$ cat src/gel_pkg.sv
// Package with shared types and constants of the grid expansion and locate block.
`timescale 1ns / 1ps

package gel_pkg;

    localparam int DEF_MAX_COLUMNS = 4096;
    localparam int DEF_MAX_ROWS    = 4096;
    localparam int DEF_MAX_CELLS   = 16777216;

    localparam logic [2:0] REG_EXPANDABLE = 3'd0;
    localparam logic [2:0] REG_RESOLUTION = 3'd1;
    localparam logic [2:0] REG_MARGIN     = 3'd2;
    localparam logic [2:0] REG_INCREMENT  = 3'd3;
    localparam logic [2:0] REG_ORIGIN_X   = 3'd4;
    localparam logic [2:0] REG_ORIGIN_Y   = 3'd5;
    localparam logic [2:0] REG_INIT_COLS  = 3'd6;
    localparam logic [2:0] REG_INIT_ROWS  = 3'd7;

    localparam logic [1:0] OC_UNCHANGED = 2'd0;
    localparam logic [1:0] OC_EXPANDED  = 2'd1;
    localparam logic [1:0] OC_FIXED_REJ = 2'd2;
    localparam logic [1:0] OC_LIMIT_REJ = 2'd3;

    localparam int MUL_STEPS = 31;
    localparam int DIV_STEPS = 36;

    typedef struct packed {
        logic signed [31:0] point_x;
        logic signed [31:0] point_y;
    } in_t;

    typedef struct packed {
        logic [1:0]         outcome;
        logic               cell_valid;
        logic [23:0]        cell_index;
        logic [12:0]        grid_columns;
        logic [12:0]        grid_rows;
        logic signed [31:0] grid_min_x;
        logic signed [31:0] grid_min_y;
        logic [31:0]        grid_revision;
    } out_t;

endpackage

$ cat src/grid_expand_and_locate.sv
// Top level of the grid expansion and point locate block.
`timescale 1ns / 1ps

// Usage: configure the grid through the APB-style port while the block is idle;
// writes to the origin and initial count registers also load the live grid.
// Each request on the s_ channel carries one point in signed Q16.16 metres.
// The block may grow the grid around the point and then returns one result on
// the m_ channel: outcome, cell index, and the grid geometry after the request.
// All products and quotients go through one shared bit-serial add/subtract unit.
// Without growth, a request computes the grid extent and, when the point ends up
// inside the grid, its column, row and cell index.
// Each side that grows adds two round-up divides and a multiply, and growth
// then adds the area check and the corner update.
// The block takes one request at a time; s_ready is high only while idle.
// The result sits in an output register, so the next request is accepted
// while it waits; a stalled receiver only delays the end of that request.
// Reset is synchronous and active low; it loads the default configuration
// and the default grid, with the revision set to one.
module grid_expand_and_locate #(
    parameter int MAX_COLUMNS = gel_pkg::DEF_MAX_COLUMNS,
    parameter int MAX_ROWS    = gel_pkg::DEF_MAX_ROWS,
    parameter int MAX_CELLS   = gel_pkg::DEF_MAX_CELLS
) (
    input  logic          aclk,
    input  logic          aresetn,
    input  logic          s_valid,
    output logic          s_ready,
    input  gel_pkg::in_t  s_data,
    output logic          m_valid,
    input  logic          m_ready,
    output gel_pkg::out_t m_data,
    input  logic          psel,
    input  logic          penable,
    input  logic          pwrite,
    input  logic [4:0]    paddr,
    input  logic [31:0]   pwdata,
    output logic [31:0]   prdata,
    output logic          pready
);

    localparam int CW0 = $clog2(MAX_COLUMNS + 1);
    localparam int CW1 = $clog2(MAX_ROWS + 1);
    localparam int CWM = (CW0 > CW1) ? CW0 : CW1;
    localparam int CW  = (CWM > 13) ? CWM : 13;
    localparam int AW  = 48;
    localparam int SW  = 50;
    localparam int QW  = 36;
    localparam int NW  = 38;

    localparam logic [4:0] ST_IDLE   = 5'd0;
    localparam logic [4:0] ST_MAXX   = 5'd1;
    localparam logic [4:0] ST_MAXY   = 5'd2;
    localparam logic [4:0] ST_EVAL   = 5'd3;
    localparam logic [4:0] ST_NEED   = 5'd4;
    localparam logic [4:0] ST_ROUND  = 5'd5;
    localparam logic [4:0] ST_SCALE  = 5'd6;
    localparam logic [4:0] ST_SUM    = 5'd7;
    localparam logic [4:0] ST_AREA   = 5'd8;
    localparam logic [4:0] ST_SHX    = 5'd9;
    localparam logic [4:0] ST_SHY    = 5'd10;
    localparam logic [4:0] ST_COMMIT = 5'd11;
    localparam logic [4:0] ST_LMAXX  = 5'd12;
    localparam logic [4:0] ST_LMAXY  = 5'd13;
    localparam logic [4:0] ST_LCHK   = 5'd14;
    localparam logic [4:0] ST_COL    = 5'd15;
    localparam logic [4:0] ST_ROW    = 5'd16;
    localparam logic [4:0] ST_IDX    = 5'd17;
    localparam logic [4:0] ST_OUT    = 5'd18;

    localparam logic signed [SW-1:0] CORNER_MIN = {{(SW-31){1'b1}}, 31'd0};
    localparam logic [NW-1:0] LIM_COLS  = NW'(MAX_COLUMNS);
    localparam logic [NW-1:0] LIM_ROWS  = NW'(MAX_ROWS);
    localparam logic [AW-1:0] LIM_CELLS = AW'(MAX_CELLS);

    logic               exp_reg;
    logic [30:0]        res_reg;
    logic [30:0]        margin_reg;
    logic [12:0]        inc_reg;
    logic [31:0]        orgx_reg;
    logic [31:0]        orgy_reg;
    logic [12:0]        icol_reg;
    logic [12:0]        irow_reg;

    logic signed [31:0] cx_reg;
    logic signed [31:0] cy_reg;
    logic [CW-1:0]      ct_reg;
    logic [CW-1:0]      rt_reg;
    logic [31:0]        rev_reg;

    logic [4:0]         state_reg;
    logic signed [31:0] px_reg;
    logic signed [31:0] py_reg;
    logic signed [SW-1:0] maxx_reg;
    logic signed [SW-1:0] maxy_reg;
    logic signed [SW-1:0] amt_reg [4];
    logic [QW-1:0]      cells_reg [4];
    logic [1:0]         k_reg;
    logic [QW-1:0]      tmp_reg;
    logic [QW-1:0]      col_reg;
    logic [NW-1:0]      nc_reg;
    logic [NW-1:0]      nr_reg;
    logic signed [SW-1:0] nx_reg;
    logic signed [SW-1:0] ny_reg;
    logic [1:0]         outcome_reg;
    logic               cv_reg;
    logic [23:0]        ci_reg;

    logic               run_reg;
    logic               mode_mul_reg;
    logic [5:0]         cnt_reg;
    logic [AW-1:0]      acc_reg;
    logic [AW-1:0]      opa_reg;
    logic [QW-1:0]      opb_reg;

    logic               m_valid_reg;
    gel_pkg::out_t      m_data_reg;

    logic               cfg_wr;
    logic [30:0]        res_eff;
    logic [12:0]        chunk_eff;
    logic signed [SW-1:0] cxe, cye, pxe, pye, mxe;
    logic               done;
    logic               ld_mul;
    logic [AW-1:0]      ld_a;
    logic [30:0]        ld_b;
    logic [31:0]        div_r2;
    logic               div_ge;
    logic [NW-1:0]      nc_sum;
    logic [NW-1:0]      nr_sum;
    logic               any_cells;
    logic               pt_in;
    logic [AW-1:0]      idx_sum;

    assign pready  = 1'b1;
    assign cfg_wr  = psel && penable && pwrite;
    assign s_ready = (state_reg == ST_IDLE);
    assign m_valid = m_valid_reg;
    assign m_data  = m_data_reg;

    assign res_eff   = (res_reg == '0) ? 31'd1 : res_reg;
    assign chunk_eff = (inc_reg == '0) ? 13'd1 : inc_reg;
    assign cxe = SW'(cx_reg);
    assign cye = SW'(cy_reg);
    assign pxe = SW'(px_reg);
    assign pye = SW'(py_reg);
    assign mxe = $signed({{(SW-31){1'b0}}, margin_reg});
    assign done = run_reg && (cnt_reg == '0);

    assign div_r2 = {acc_reg[30:0], opb_reg[QW-1]};
    assign div_ge = div_r2 >= {1'b0, opa_reg[30:0]};

    assign nc_sum = NW'(ct_reg) + NW'(cells_reg[0]) + NW'(cells_reg[1]);
    assign nr_sum = NW'(rt_reg) + NW'(cells_reg[2]) + NW'(cells_reg[3]);
    assign any_cells = (cells_reg[0] != '0) || (cells_reg[1] != '0) ||
                       (cells_reg[2] != '0) || (cells_reg[3] != '0);
    assign pt_in = (pxe >= cxe) && (pye >= cye) && (pxe < maxx_reg) && (pye < maxy_reg);
    assign idx_sum = acc_reg + AW'(col_reg);

    always_comb begin
        case (paddr[4:2])
            gel_pkg::REG_EXPANDABLE: prdata = {31'd0, exp_reg};
            gel_pkg::REG_RESOLUTION: prdata = {1'b0, res_reg};
            gel_pkg::REG_MARGIN:     prdata = {1'b0, margin_reg};
            gel_pkg::REG_INCREMENT:  prdata = {19'd0, inc_reg};
            gel_pkg::REG_ORIGIN_X:   prdata = orgx_reg;
            gel_pkg::REG_ORIGIN_Y:   prdata = orgy_reg;
            gel_pkg::REG_INIT_COLS:  prdata = {19'd0, icol_reg};
            gel_pkg::REG_INIT_ROWS:  prdata = {19'd0, irow_reg};
            default:                 prdata = '0;
        endcase
    end

    always_comb begin
        ld_mul = 1'b1;
        ld_a   = '0;
        ld_b   = res_eff;
        case (state_reg)
            ST_MAXX, ST_LMAXX: ld_a = AW'(ct_reg);
            ST_MAXY, ST_LMAXY: ld_a = AW'(rt_reg);
            ST_NEED: begin
                ld_mul = 1'b0;
                ld_a   = AW'(amt_reg[k_reg][AW-1:0] + AW'(res_eff) - AW'(1));
            end
            ST_ROUND: begin
                ld_mul = 1'b0;
                ld_a   = AW'(tmp_reg) + AW'(chunk_eff) - AW'(1);
                ld_b   = 31'(chunk_eff);
            end
            ST_SCALE: begin
                ld_a = AW'(tmp_reg);
                ld_b = 31'(chunk_eff);
            end
            ST_AREA: begin
                ld_a = AW'(nc_reg);
                ld_b = nr_reg[30:0];
            end
            ST_SHX: ld_a = AW'(cells_reg[0]);
            ST_SHY: ld_a = AW'(cells_reg[2]);
            ST_COL: begin
                ld_mul = 1'b0;
                ld_a   = AW'(pxe - cxe);
            end
            ST_ROW: begin
                ld_mul = 1'b0;
                ld_a   = AW'(pye - cye);
            end
            ST_IDX: begin
                ld_a = AW'(tmp_reg);
                ld_b = 31'(ct_reg);
            end
            default: ld_a = '0;
        endcase
    end

    always_ff @(posedge aclk) begin
        if (!aresetn) begin
            exp_reg     <= 1'b0;
            res_reg     <= 31'd65536;
            margin_reg  <= '0;
            inc_reg     <= 13'd1;
            orgx_reg    <= '0;
            orgy_reg    <= '0;
            icol_reg    <= 13'd64;
            irow_reg    <= 13'd64;
            cx_reg      <= '0;
            cy_reg      <= '0;
            ct_reg      <= CW'(64);
            rt_reg      <= CW'(64);
            rev_reg     <= 32'd1;
            state_reg   <= ST_IDLE;
            run_reg     <= 1'b0;
            cnt_reg     <= '0;
            m_valid_reg <= 1'b0;
        end else begin
            if (cfg_wr) begin
                case (paddr[4:2])
                    gel_pkg::REG_EXPANDABLE: exp_reg <= pwdata[0];
                    gel_pkg::REG_RESOLUTION: res_reg <= pwdata[30:0];
                    gel_pkg::REG_MARGIN:     margin_reg <= pwdata[30:0];
                    gel_pkg::REG_INCREMENT:  inc_reg <= pwdata[12:0];
                    gel_pkg::REG_ORIGIN_X: begin
                        orgx_reg <= pwdata;
                        cx_reg   <= $signed(pwdata);
                    end
                    gel_pkg::REG_ORIGIN_Y: begin
                        orgy_reg <= pwdata;
                        cy_reg   <= $signed(pwdata);
                    end
                    gel_pkg::REG_INIT_COLS: begin
                        icol_reg <= pwdata[12:0];
                        ct_reg   <= CW'(pwdata[12:0]);
                    end
                    gel_pkg::REG_INIT_ROWS: begin
                        irow_reg <= pwdata[12:0];
                        rt_reg   <= CW'(pwdata[12:0]);
                    end
                    default: exp_reg <= exp_reg;
                endcase
            end

            if (m_valid_reg && m_ready && (state_reg != ST_OUT)) begin
                m_valid_reg <= 1'b0;
            end

            // Shared unit: shift-add multiply or restoring divide, one bit a cycle.
            if (run_reg && (cnt_reg != '0)) begin
                cnt_reg <= cnt_reg - 6'd1;
                if (mode_mul_reg) begin
                    if (opb_reg[0]) begin
                        acc_reg <= acc_reg + opa_reg;
                    end
                    opa_reg <= {opa_reg[AW-2:0], 1'b0};
                    opb_reg <= {1'b0, opb_reg[QW-1:1]};
                end else begin
                    acc_reg <= div_ge ? AW'(div_r2 - {1'b0, opa_reg[30:0]}) : AW'(div_r2);
                    opb_reg <= {opb_reg[QW-2:0], div_ge};
                end
            end

            case (state_reg)
                ST_IDLE: begin
                    if (s_valid) begin
                        px_reg    <= s_data.point_x;
                        py_reg    <= s_data.point_y;
                        state_reg <= ST_MAXX;
                    end
                end
                ST_EVAL: begin
                    k_reg <= 2'd0;
                    if (!exp_reg) begin
                        outcome_reg <= pt_in ? gel_pkg::OC_UNCHANGED : gel_pkg::OC_FIXED_REJ;
                        state_reg   <= ST_LMAXX;
                    end else begin
                        outcome_reg <= gel_pkg::OC_UNCHANGED;
                        amt_reg[0]  <= cxe + mxe - pxe;
                        amt_reg[1]  <= pxe + mxe - maxx_reg;
                        amt_reg[2]  <= cye + mxe - pye;
                        amt_reg[3]  <= pye + mxe - maxy_reg;
                        state_reg   <= ST_NEED;
                    end
                end
                ST_SUM: begin
                    nc_reg <= nc_sum;
                    nr_reg <= nr_sum;
                    if (!any_cells) begin
                        state_reg <= ST_LMAXX;
                    end else if ((nc_sum > LIM_COLS) || (nr_sum > LIM_ROWS)) begin
                        outcome_reg <= gel_pkg::OC_LIMIT_REJ;
                        state_reg   <= ST_LMAXX;
                    end else begin
                        state_reg <= ST_AREA;
                    end
                end
                ST_COMMIT: begin
                    if ((nx_reg < CORNER_MIN) || (ny_reg < CORNER_MIN)) begin
                        outcome_reg <= gel_pkg::OC_LIMIT_REJ;
                    end else begin
                        cx_reg      <= nx_reg[31:0];
                        cy_reg      <= ny_reg[31:0];
                        ct_reg      <= nc_reg[CW-1:0];
                        rt_reg      <= nr_reg[CW-1:0];
                        rev_reg     <= rev_reg + 32'd1;
                        outcome_reg <= gel_pkg::OC_EXPANDED;
                    end
                    state_reg <= ST_LMAXX;
                end
                ST_LCHK: begin
                    if (pt_in) begin
                        state_reg <= ST_COL;
                    end else begin
                        cv_reg    <= 1'b0;
                        ci_reg    <= '0;
                        state_reg <= ST_OUT;
                    end
                end
                ST_OUT: begin
                    if (!m_valid_reg || m_ready) begin
                        m_valid_reg                 <= 1'b1;
                        m_data_reg.outcome          <= outcome_reg;
                        m_data_reg.cell_valid       <= cv_reg;
                        m_data_reg.cell_index       <= ci_reg;
                        m_data_reg.grid_columns     <= ct_reg[12:0];
                        m_data_reg.grid_rows        <= rt_reg[12:0];
                        m_data_reg.grid_min_x       <= cx_reg;
                        m_data_reg.grid_min_y       <= cy_reg;
                        m_data_reg.grid_revision    <= rev_reg;
                        state_reg                   <= ST_IDLE;
                    end
                end
                ST_NEED: begin
                    if (!run_reg && (amt_reg[k_reg] <= 0)) begin
                        cells_reg[k_reg] <= '0;
                        k_reg            <= k_reg + 2'd1;
                        if (k_reg == 2'd3) begin
                            state_reg <= ST_SUM;
                        end
                    end else if (!run_reg) begin
                        run_reg      <= 1'b1;
                        mode_mul_reg <= ld_mul;
                        cnt_reg      <= 6'(gel_pkg::DIV_STEPS);
                        acc_reg      <= '0;
                        opa_reg      <= AW'(ld_b);
                        opb_reg      <= ld_a[QW-1:0];
                    end else if (done) begin
                        run_reg   <= 1'b0;
                        tmp_reg   <= opb_reg;
                        state_reg <= ST_ROUND;
                    end
                end
                default: begin
                    // Operation states: start the shared unit, then take its result.
                    if (!run_reg) begin
                        run_reg      <= 1'b1;
                        mode_mul_reg <= ld_mul;
                        cnt_reg      <= ld_mul ? 6'(gel_pkg::MUL_STEPS) : 6'(gel_pkg::DIV_STEPS);
                        acc_reg      <= '0;
                        opa_reg      <= ld_mul ? ld_a : AW'(ld_b);
                        opb_reg      <= ld_mul ? QW'(ld_b) : ld_a[QW-1:0];
                    end else if (done) begin
                        run_reg <= 1'b0;
                        case (state_reg)
                            ST_MAXX: begin
                                maxx_reg  <= cxe + $signed({2'b00, acc_reg});
                                state_reg <= ST_MAXY;
                            end
                            ST_MAXY: begin
                                maxy_reg  <= cye + $signed({2'b00, acc_reg});
                                state_reg <= ST_EVAL;
                            end
                            ST_ROUND: begin
                                tmp_reg   <= opb_reg;
                                state_reg <= ST_SCALE;
                            end
                            ST_SCALE: begin
                                cells_reg[k_reg] <= acc_reg[QW-1:0];
                                k_reg            <= k_reg + 2'd1;
                                state_reg        <= (k_reg == 2'd3) ? ST_SUM : ST_NEED;
                            end
                            ST_AREA: begin
                                if (acc_reg > LIM_CELLS) begin
                                    outcome_reg <= gel_pkg::OC_LIMIT_REJ;
                                    state_reg   <= ST_LMAXX;
                                end else begin
                                    state_reg <= ST_SHX;
                                end
                            end
                            ST_SHX: begin
                                nx_reg    <= cxe - $signed({2'b00, acc_reg});
                                state_reg <= ST_SHY;
                            end
                            ST_SHY: begin
                                ny_reg    <= cye - $signed({2'b00, acc_reg});
                                state_reg <= ST_COMMIT;
                            end
                            ST_LMAXX: begin
                                maxx_reg  <= cxe + $signed({2'b00, acc_reg});
                                state_reg <= ST_LMAXY;
                            end
                            ST_LMAXY: begin
                                maxy_reg  <= cye + $signed({2'b00, acc_reg});
                                state_reg <= ST_LCHK;
                            end
                            ST_COL: begin
                                col_reg   <= opb_reg;
                                state_reg <= ST_ROW;
                            end
                            ST_ROW: begin
                                tmp_reg   <= opb_reg;
                                state_reg <= ST_IDX;
                            end
                            ST_IDX: begin
                                if ((col_reg < QW'(ct_reg)) && (tmp_reg < QW'(rt_reg))) begin
                                    cv_reg <= 1'b1;
                                    ci_reg <= idx_sum[23:0];
                                end else begin
                                    cv_reg <= 1'b0;
                                    ci_reg <= '0;
                                end
                                state_reg <= ST_OUT;
                            end
                            default: state_reg <= ST_IDLE;
                        endcase
                    end
                end
            endcase
        end
    end

`ifndef NO_ASSERTIONS
    a_rev_step: assert property (@(posedge aclk) disable iff (!aresetn)
        ($past(aresetn) && (rev_reg != $past(rev_reg))) |->
            ((rev_reg == $past(rev_reg) + 32'd1) && ($past(state_reg) == ST_COMMIT)))
        else $error("revision changed outside a grid commit");
    a_hold_result: assert property (@(posedge aclk) disable iff (!aresetn)
        (m_valid && !m_ready) |=> (m_valid && $stable(m_data)))
        else $error("waiting result changed or dropped");
    a_index_zero: assert property (@(posedge aclk) disable iff (!aresetn)
        (m_valid && !m_data.cell_valid) |-> (m_data.cell_index == '0))
        else $error("invalid cell with nonzero index");
    a_unit_busy: assert property (@(posedge aclk) disable iff (!aresetn)
        run_reg |-> (state_reg != ST_IDLE) && (state_reg != ST_OUT))
        else $error("shared unit running outside an operation");
`endif

endmodule

$ cat config.mk
export PLATFORM = sky130hd
export DESIGN_NAME = grid_expand_and_locate
export DESIGN_NICKNAME = d
export VERILOG_FILES = /design/src/gel_pkg.sv /design/src/grid_expand_and_locate.sv
export SDC_FILE = /design/constraint.sdc
export NUM_CORES = 2
export LEC_CHECK = 0
export BUFFER_PORTS_ARGS = -buffer_cell sky130_fd_sc_hd__buf_2
export CORE_MARGIN = 2
export CORE_UTILIZATION = 43
export CTS_CLUSTER_SIZE = 10
export DETAILED_ROUTE_END_ITERATION = 12
export PLACE_DENSITY = 0.58
export SKIP_CTS_REPAIR_TIMING = 1
export SKIP_LAST_GASP = 1
export SYNTH_ARGS = -nofsm -noshare
export SYNTH_HDL_FRONTEND = slang
export SYNTH_SLANG_ARGS = --single-unit
$ cat constraint.sdc
create_clock -name aclk -period 7.25 [get_ports aclk]
set_clock_uncertainty 0.05 [all_clocks]
set_input_delay 0.725 -clock aclk [delete_from_list [all_inputs] [get_ports aclk]]
set_output_delay 0.725 -clock aclk [all_outputs]
set_load 0.05 [all_outputs]
* Yosys cells after proc, flatten, opt, wreduce, memory -nomap -nowiden
Memories as Yosys holds them, arrays and structs flattened. A register that Yosys moved wholly into a read port is not among the register bits.
Index checks and enable logic that the tools add are counted.
** Storage, ports and cells
- Register bits after elaboration :: 1017
- RAM bits :: 344
- Output and inout port bits :: 184
- Memories :: 2
- Logic and storage cells :: 332
- Input port bits :: 108
** Memories
- amt_reg :: depth 4, bits a word 50, rd ports 1, clocked after memory_dff 1, write ports 4, line grid_expand_and_locate.sv:95 : logic signed [SW-1:0] amt_reg [4];
- cells_reg :: depth 4, bits a word 36, rd ports 4, clocked after memory_dff 0, write ports 1, line grid_expand_and_locate.sv:96 : logic [QW-1:0] cells_reg [4];
** Cells by class
- Add/sub/neg operators :: 28
- $lt $le $gt $ge :: 13
- Reductions and logical operators :: 77
- Muxes and demuxes :: 125
- Bitwise logic cells :: 7
- Eq/ne operators :: 37
** Operators by type and width (number)
- $mux W48 :: 12
- $pmux W48 S10 :: 1
- $mux W36 :: 13
- $mux W32 :: 8
- $pmux W32 S8 :: 1
- $pmux W48 S2 :: 2
- $pmux W36 S2 :: 2
- $reduce_bool A36 Y1 :: 4
- $add A32 B32 Y33 :: 4
- $mux W24 :: 5
- $mux W13 :: 9
- $add A32 B49 Y50 :: 2
- $lt A32 B50 Y1 :: 2
- $lt A50 B32 Y1 const B :: 2
- $sub A32 B49 Y50 :: 2
- $sub A33 B50 Y50 :: 2
- $pmux W31 S3 :: 1
- $add A37 B36 Y38 :: 2
- $gt A38 B13 Y1 const B :: 2
- $add A13 B36 Y37 :: 2
- $lt A36 B13 Y1 :: 2
- $sub A33 B32 Y34 :: 2
- $sub A32 B32 Y33 :: 2
- $ge A32 B32 Y1 :: 2
- other kinds (65) :: 201

* Depth between registers and ports, before layout
- Depth in word-level cells :: 8
- Mapped depth :: 19

* Worst setup path after synthesis
OpenSTA, ideal clock, no wires.
- Kind :: flip-flop to flip-flop
- Start :: register state_reg[3]
- End :: register maxx_reg[0], enable pin
- Setup time :: 0.582 ns
- Cell stages (with the launch flop) :: 11
- Setup slack :: -0.023 ns
- Data arrival time :: 6.641 ns
- Path through :: dfxtp_1 > clkbuf_1 > inv_1 > clkbuf_1 > nand2_1 > o21a_1 > o211ai_1 > or3_1 > clkbuf_1 > clkbuf_1 > nor4_1
** On the way
- Word-level cells in the longest chain between the ends :: 4
- Elaborated cells on any way between the ends :: 13
** Ends and longest elaborated chain
- start: declaration :: line grid_expand_and_locate.sv:90 : logic [4:0] state_reg;
- start signal: assignment :: line grid_expand_and_locate.sv:397 : state_reg <= (k_reg == 2'd3) ? ST_SUM : ST_NEED;
- $eq A5 B3 Y1, or another cell as far along :: line grid_expand_and_locate.sv:280 : case (state_reg)
- $reduce_or A7 Y1 (no source line)
- $not A1 Y1 (no source line)
- $reduce_and A5 Y1 (no source line) *
- end signal: assignment :: line grid_expand_and_locate.sv:383 : maxx_reg <= cxe + $signed({2'b00, acc_reg});
- end signal: assignment :: line grid_expand_and_locate.sv:416 : maxx_reg <= cxe + $signed({2'b00, acc_reg});
- end: declaration :: line grid_expand_and_locate.sv:93 : logic signed [SW-1:0] maxx_reg;
Mark *: on every way between the ends. The rest lies on a longest branch, timed or not.
A chain may end at the register's enable or synchronous reset.

* Worst setup path after layout
- Start :: register res_reg[18]
- End :: register opa_reg[33] (data pin)
** On the way
- Word-level cells in the longest chain between the ends :: 8
** Ends and longest elaborated chain
- start: declaration :: line grid_expand_and_locate.sv:76 : logic [30:0] res_reg;
- start signal: assignment :: line grid_expand_and_locate.sv:238 : gel_pkg::REG_RESOLUTION: res_reg <= pwdata[30:0];
- $logic_not A31 Y1 :: line grid_expand_and_locate.sv:140 : assign res_eff = (res_reg == '0) ? 31'd1 : res_reg;
- $mux W31 * :: line grid_expand_and_locate.sv:140
- $add A48 B31 Y48 * :: line grid_expand_and_locate.sv:182 : ld_a = AW'(amt_reg[k_reg][AW-1:0] + AW'(res_eff) - AW'(1));
- $sub A48 B1 Y48 * :: line grid_expand_and_locate.sv:182
- $pmux W48 S10 * :: line grid_expand_and_locate.sv:177 : case (state_reg)
- $mux W48 * :: line grid_expand_and_locate.sv:377 : opa_reg <= ld_mul ? ld_a : AW'(ld_b);
- $mux W48 * :: line grid_expand_and_locate.sv:372 : if (!run_reg) begin
- $pmux W48 S2 * :: line grid_expand_and_locate.sv:280
- end signal: assignment :: line grid_expand_and_locate.sv:272 : opa_reg <= {opa_reg[AW-2:0], 1'b0};
- end signal: assignment :: line grid_expand_and_locate.sv:362 : opa_reg <= AW'(ld_b);
- end signal: assignment :: line grid_expand_and_locate.sv:377
- end: declaration :: line grid_expand_and_locate.sv:112 : logic [AW-1:0] opa_reg;
Marked as above.

==> flow_metrics.tcl <==
set metrics [dict create \
    slew_viol_final 0 \
    vias 85000 \
    slew_headroom_pct 9.83 \
    cts-buffers-inserted 170 \
    dp_hpwl_mm 328 \
    syn_to_final_growth_pct 11.8 \
    dp_cells 13400 \
    drt_iter0_drc 10900 \
    grt-ovfl-total 0 \
    insertion_delay_ns 0.88 \
    endpoint "opa_reg[33]" \
    dieArea_sq_mm 0.229 \
    grt_start_max_net_pins 116 \
    cts_tree "yes" \
    die_x_microns 479 \
    grt_pass1_wl_mm 573 \
    vias_per_cell 6.15 \
    period_share_pct 90.6 \
    cts_root_buf "clkbuf_16" \
    wl_per_cell_microns 29.6 \
    postLayoutCellArea_sq_mm 0.109 \
    clock_path_buffers 3 \
    io_buffers 288 \
    cp-start-kind "flip-flop" \
    layout-drive-gt1-share_pct 8.15 \
    ir_worst_vdd_mv 0.386 \
    grt_pass1_vias 79000 \
    power_density_mw_per_mm2 316 \
    cp-end-kind "flip-flop" \
    maxCapViolations 0 \
    leakagePower_nw 44.4 \
    final-setup-viol-count 0 \
    r2r_start "res_reg[18]" \
    final_cell_mix "1,085 x inv_1, 1,028 x edfxtp_1, 908 x ha_1" \
    antenna_found_initial 34 \
    final_nets 11900 \
    period_needed_ns 6.57 \
    synth-edff-count 1028 \
    routed_wl_mm 409 \
    cp-startpoint "res_reg[18]" \
    postSynth.asyncResetShare_pct 0 \
    ioPinCount 292 \
    r2r_slack_ns 0.68 \
    post-route-drc-count 0 \
    final_cells 13800 \
    htree_levels 4 \
    path_max_fanout 5 \
    critPathRequiredTime_ns 7.73 \
    rsz0062_at_grt "false" \
    dr.pass1.iters 7 \
    hold_violations 0 \
    cts_sinks 1331 \
    tightest_slew_ns 1.34 \
    r2r_end "opa_reg[33]" \
    largest_reg_flops 168 \
    postSynthAreaPerCell_sq_um 9.35 \
    initial_core_util_pct 43.2 \
    ys.flop_type "edfxtp_1" \
    synth-seq-area-share_pct 38.1 \
    status "complete, no violations" \
    grt_use_total_pct 34.5 \
    place_congestion 1.03 \
    max_freq_ghz 0.152 \
    power_w 0.0343 \
    yosys_warnings 0 \
    path_class "flip-flop to flip-flop" \
    critPathArrivalTime_ns 7.05 \
    dieHeight_microns 479 \
    final_core_util_pct 48.3 \
    final_common_cell "inv_1" \
    syn_area_sq_mm 0.0970 \
    syn-num-nets 11600 \
    ys_seq_elements 1331 \
    ant_nets 0 \
    fp.coreArea_sq_mm 0.225 \
    fill_cells 21300 \
    hp-class "input pin to flip-flop" \
    rows 174 \
    synth_cell_types 104 \
    ff2ff_path_depth 20 \
    post_dp_cell_area_sq_mm 0.102 \
    holdWs_ns 0.0210 \
    clkTransAtPathRegs_ns 0.06 \
    synthCells 10400 \
]
==> cells in the mapped netlist, types with 195 or more instances <==
library cell  number  share of area (%)
nand2_1          856                3.3
o21ai_0          542                2.8
xnor2_1          389                3.5
nor2_1           759                2.9
a21oi_1          884                4.6
dfxtp_1          303                6.3
edfxtp_1        1028                 32
ha_1             908                 12
a21o_1           276                2.1
clkbuf_1         360                1.4
inv_1           1085                4.2
nor3_1           199                1.0
xor2_1           195                1.8
==> power breakdown <==
part | total [W] | switching, W | internal [W]
Combinational | 0.0155 | 0.0102 | 0.00529
Sequential | 0.0102 | 0.000900 | 0.00930
Clock | 0.00863 | 0.00368 | 0.00496
Total | 0.0343 | 0.0148 | 0.0195
==> layout make-up <==
class	instances	area (sq um)	area share (%)
multi-input combinational	7549	54700	50.4
sequential	1331	36900	34.0
clock buffer	258	4780	4.41
inverter	1089	4100	3.77
tap	2992	3740	3.45
timing repair buffer	516	3350	3.09
clock inverter	53	827	0.762
antenna	28	70.1	0.0646
==> critical path, stage by stage (launching register included) <==
cell and delay (ns):
dfxtp_1 0.30, buf_4 0.18, nor4_1 0.76, nand4_1 0.57
nor2_1 0.23, nor2_1 0.12, ha_1 0.20, inv_1 0.05
ha_1 0.17, fa_1 0.21, a21oi_1 0.14, o211ai_1 0.24
a31oi_1 0.25, o21a_1 0.31, o31ai_1 0.80, o41ai_1 0.33
o41ai_1 0.49, xnor2_1 0.22, a221oi_1 0.28, o211a_1 0.22
o22ai_1 0.09
==> through the flow <==
step,setup WS [ns],setup TNS [ns]
finish,0.683,0
global route,0.517,0
CTS,0.978,0
detailed placement,1.02,0
global placement,0.780,0
floorplan,-0.0231,-2.29
==> routing by layer <==
| layer | wire [microns] | track usage (%) | up-vias | part of all wire (%) |
|---|---|---|---|---|
| li1 | - | - | 38300 | - |
| met1 | 168000 | 45.9 | 41500 | 41 |
| met2 | 177000 | 52.2 | 4410 | 43 |
| met3 | 33900 | 5.68 | 828 | 8.3 |
| met4 | 30300 | 22.0 | 6 | 7.4 |
| met5 | 34 | 0 | - | 0.0083 |
==> how the worst min path moves through the flow <==
stage | from | endpoint | cells past startpoint
2_1_floorplan | ci_reg[0] | m_data[122] | 0
3_3_place_gp | ci_reg[17] | m_data[139] | 0
3_5_place_dp | ci_reg[23] | m_data[145] | 0
4_1_cts | s_data[38] | px_reg[6] | 1
5_1_grt | s_data[1] | py_reg[1] | 1
6_report | s_data[1] | py_reg[1] | 1
==> logic make-up after synthesis <==
| family | synth area share, % |
|---|---|
| compound gates | 19.9 |
| simple gates | 13.2 |
| buf+inv | 5.82 |
| flops | 38.1 |
| fa+ha+maj | 15.4 |
| xor+xnor | 5.27 |
| mux | 2.33 |
| other cells | 0.00386 |
No activity file was read; power rests on OpenSTA's default activity.
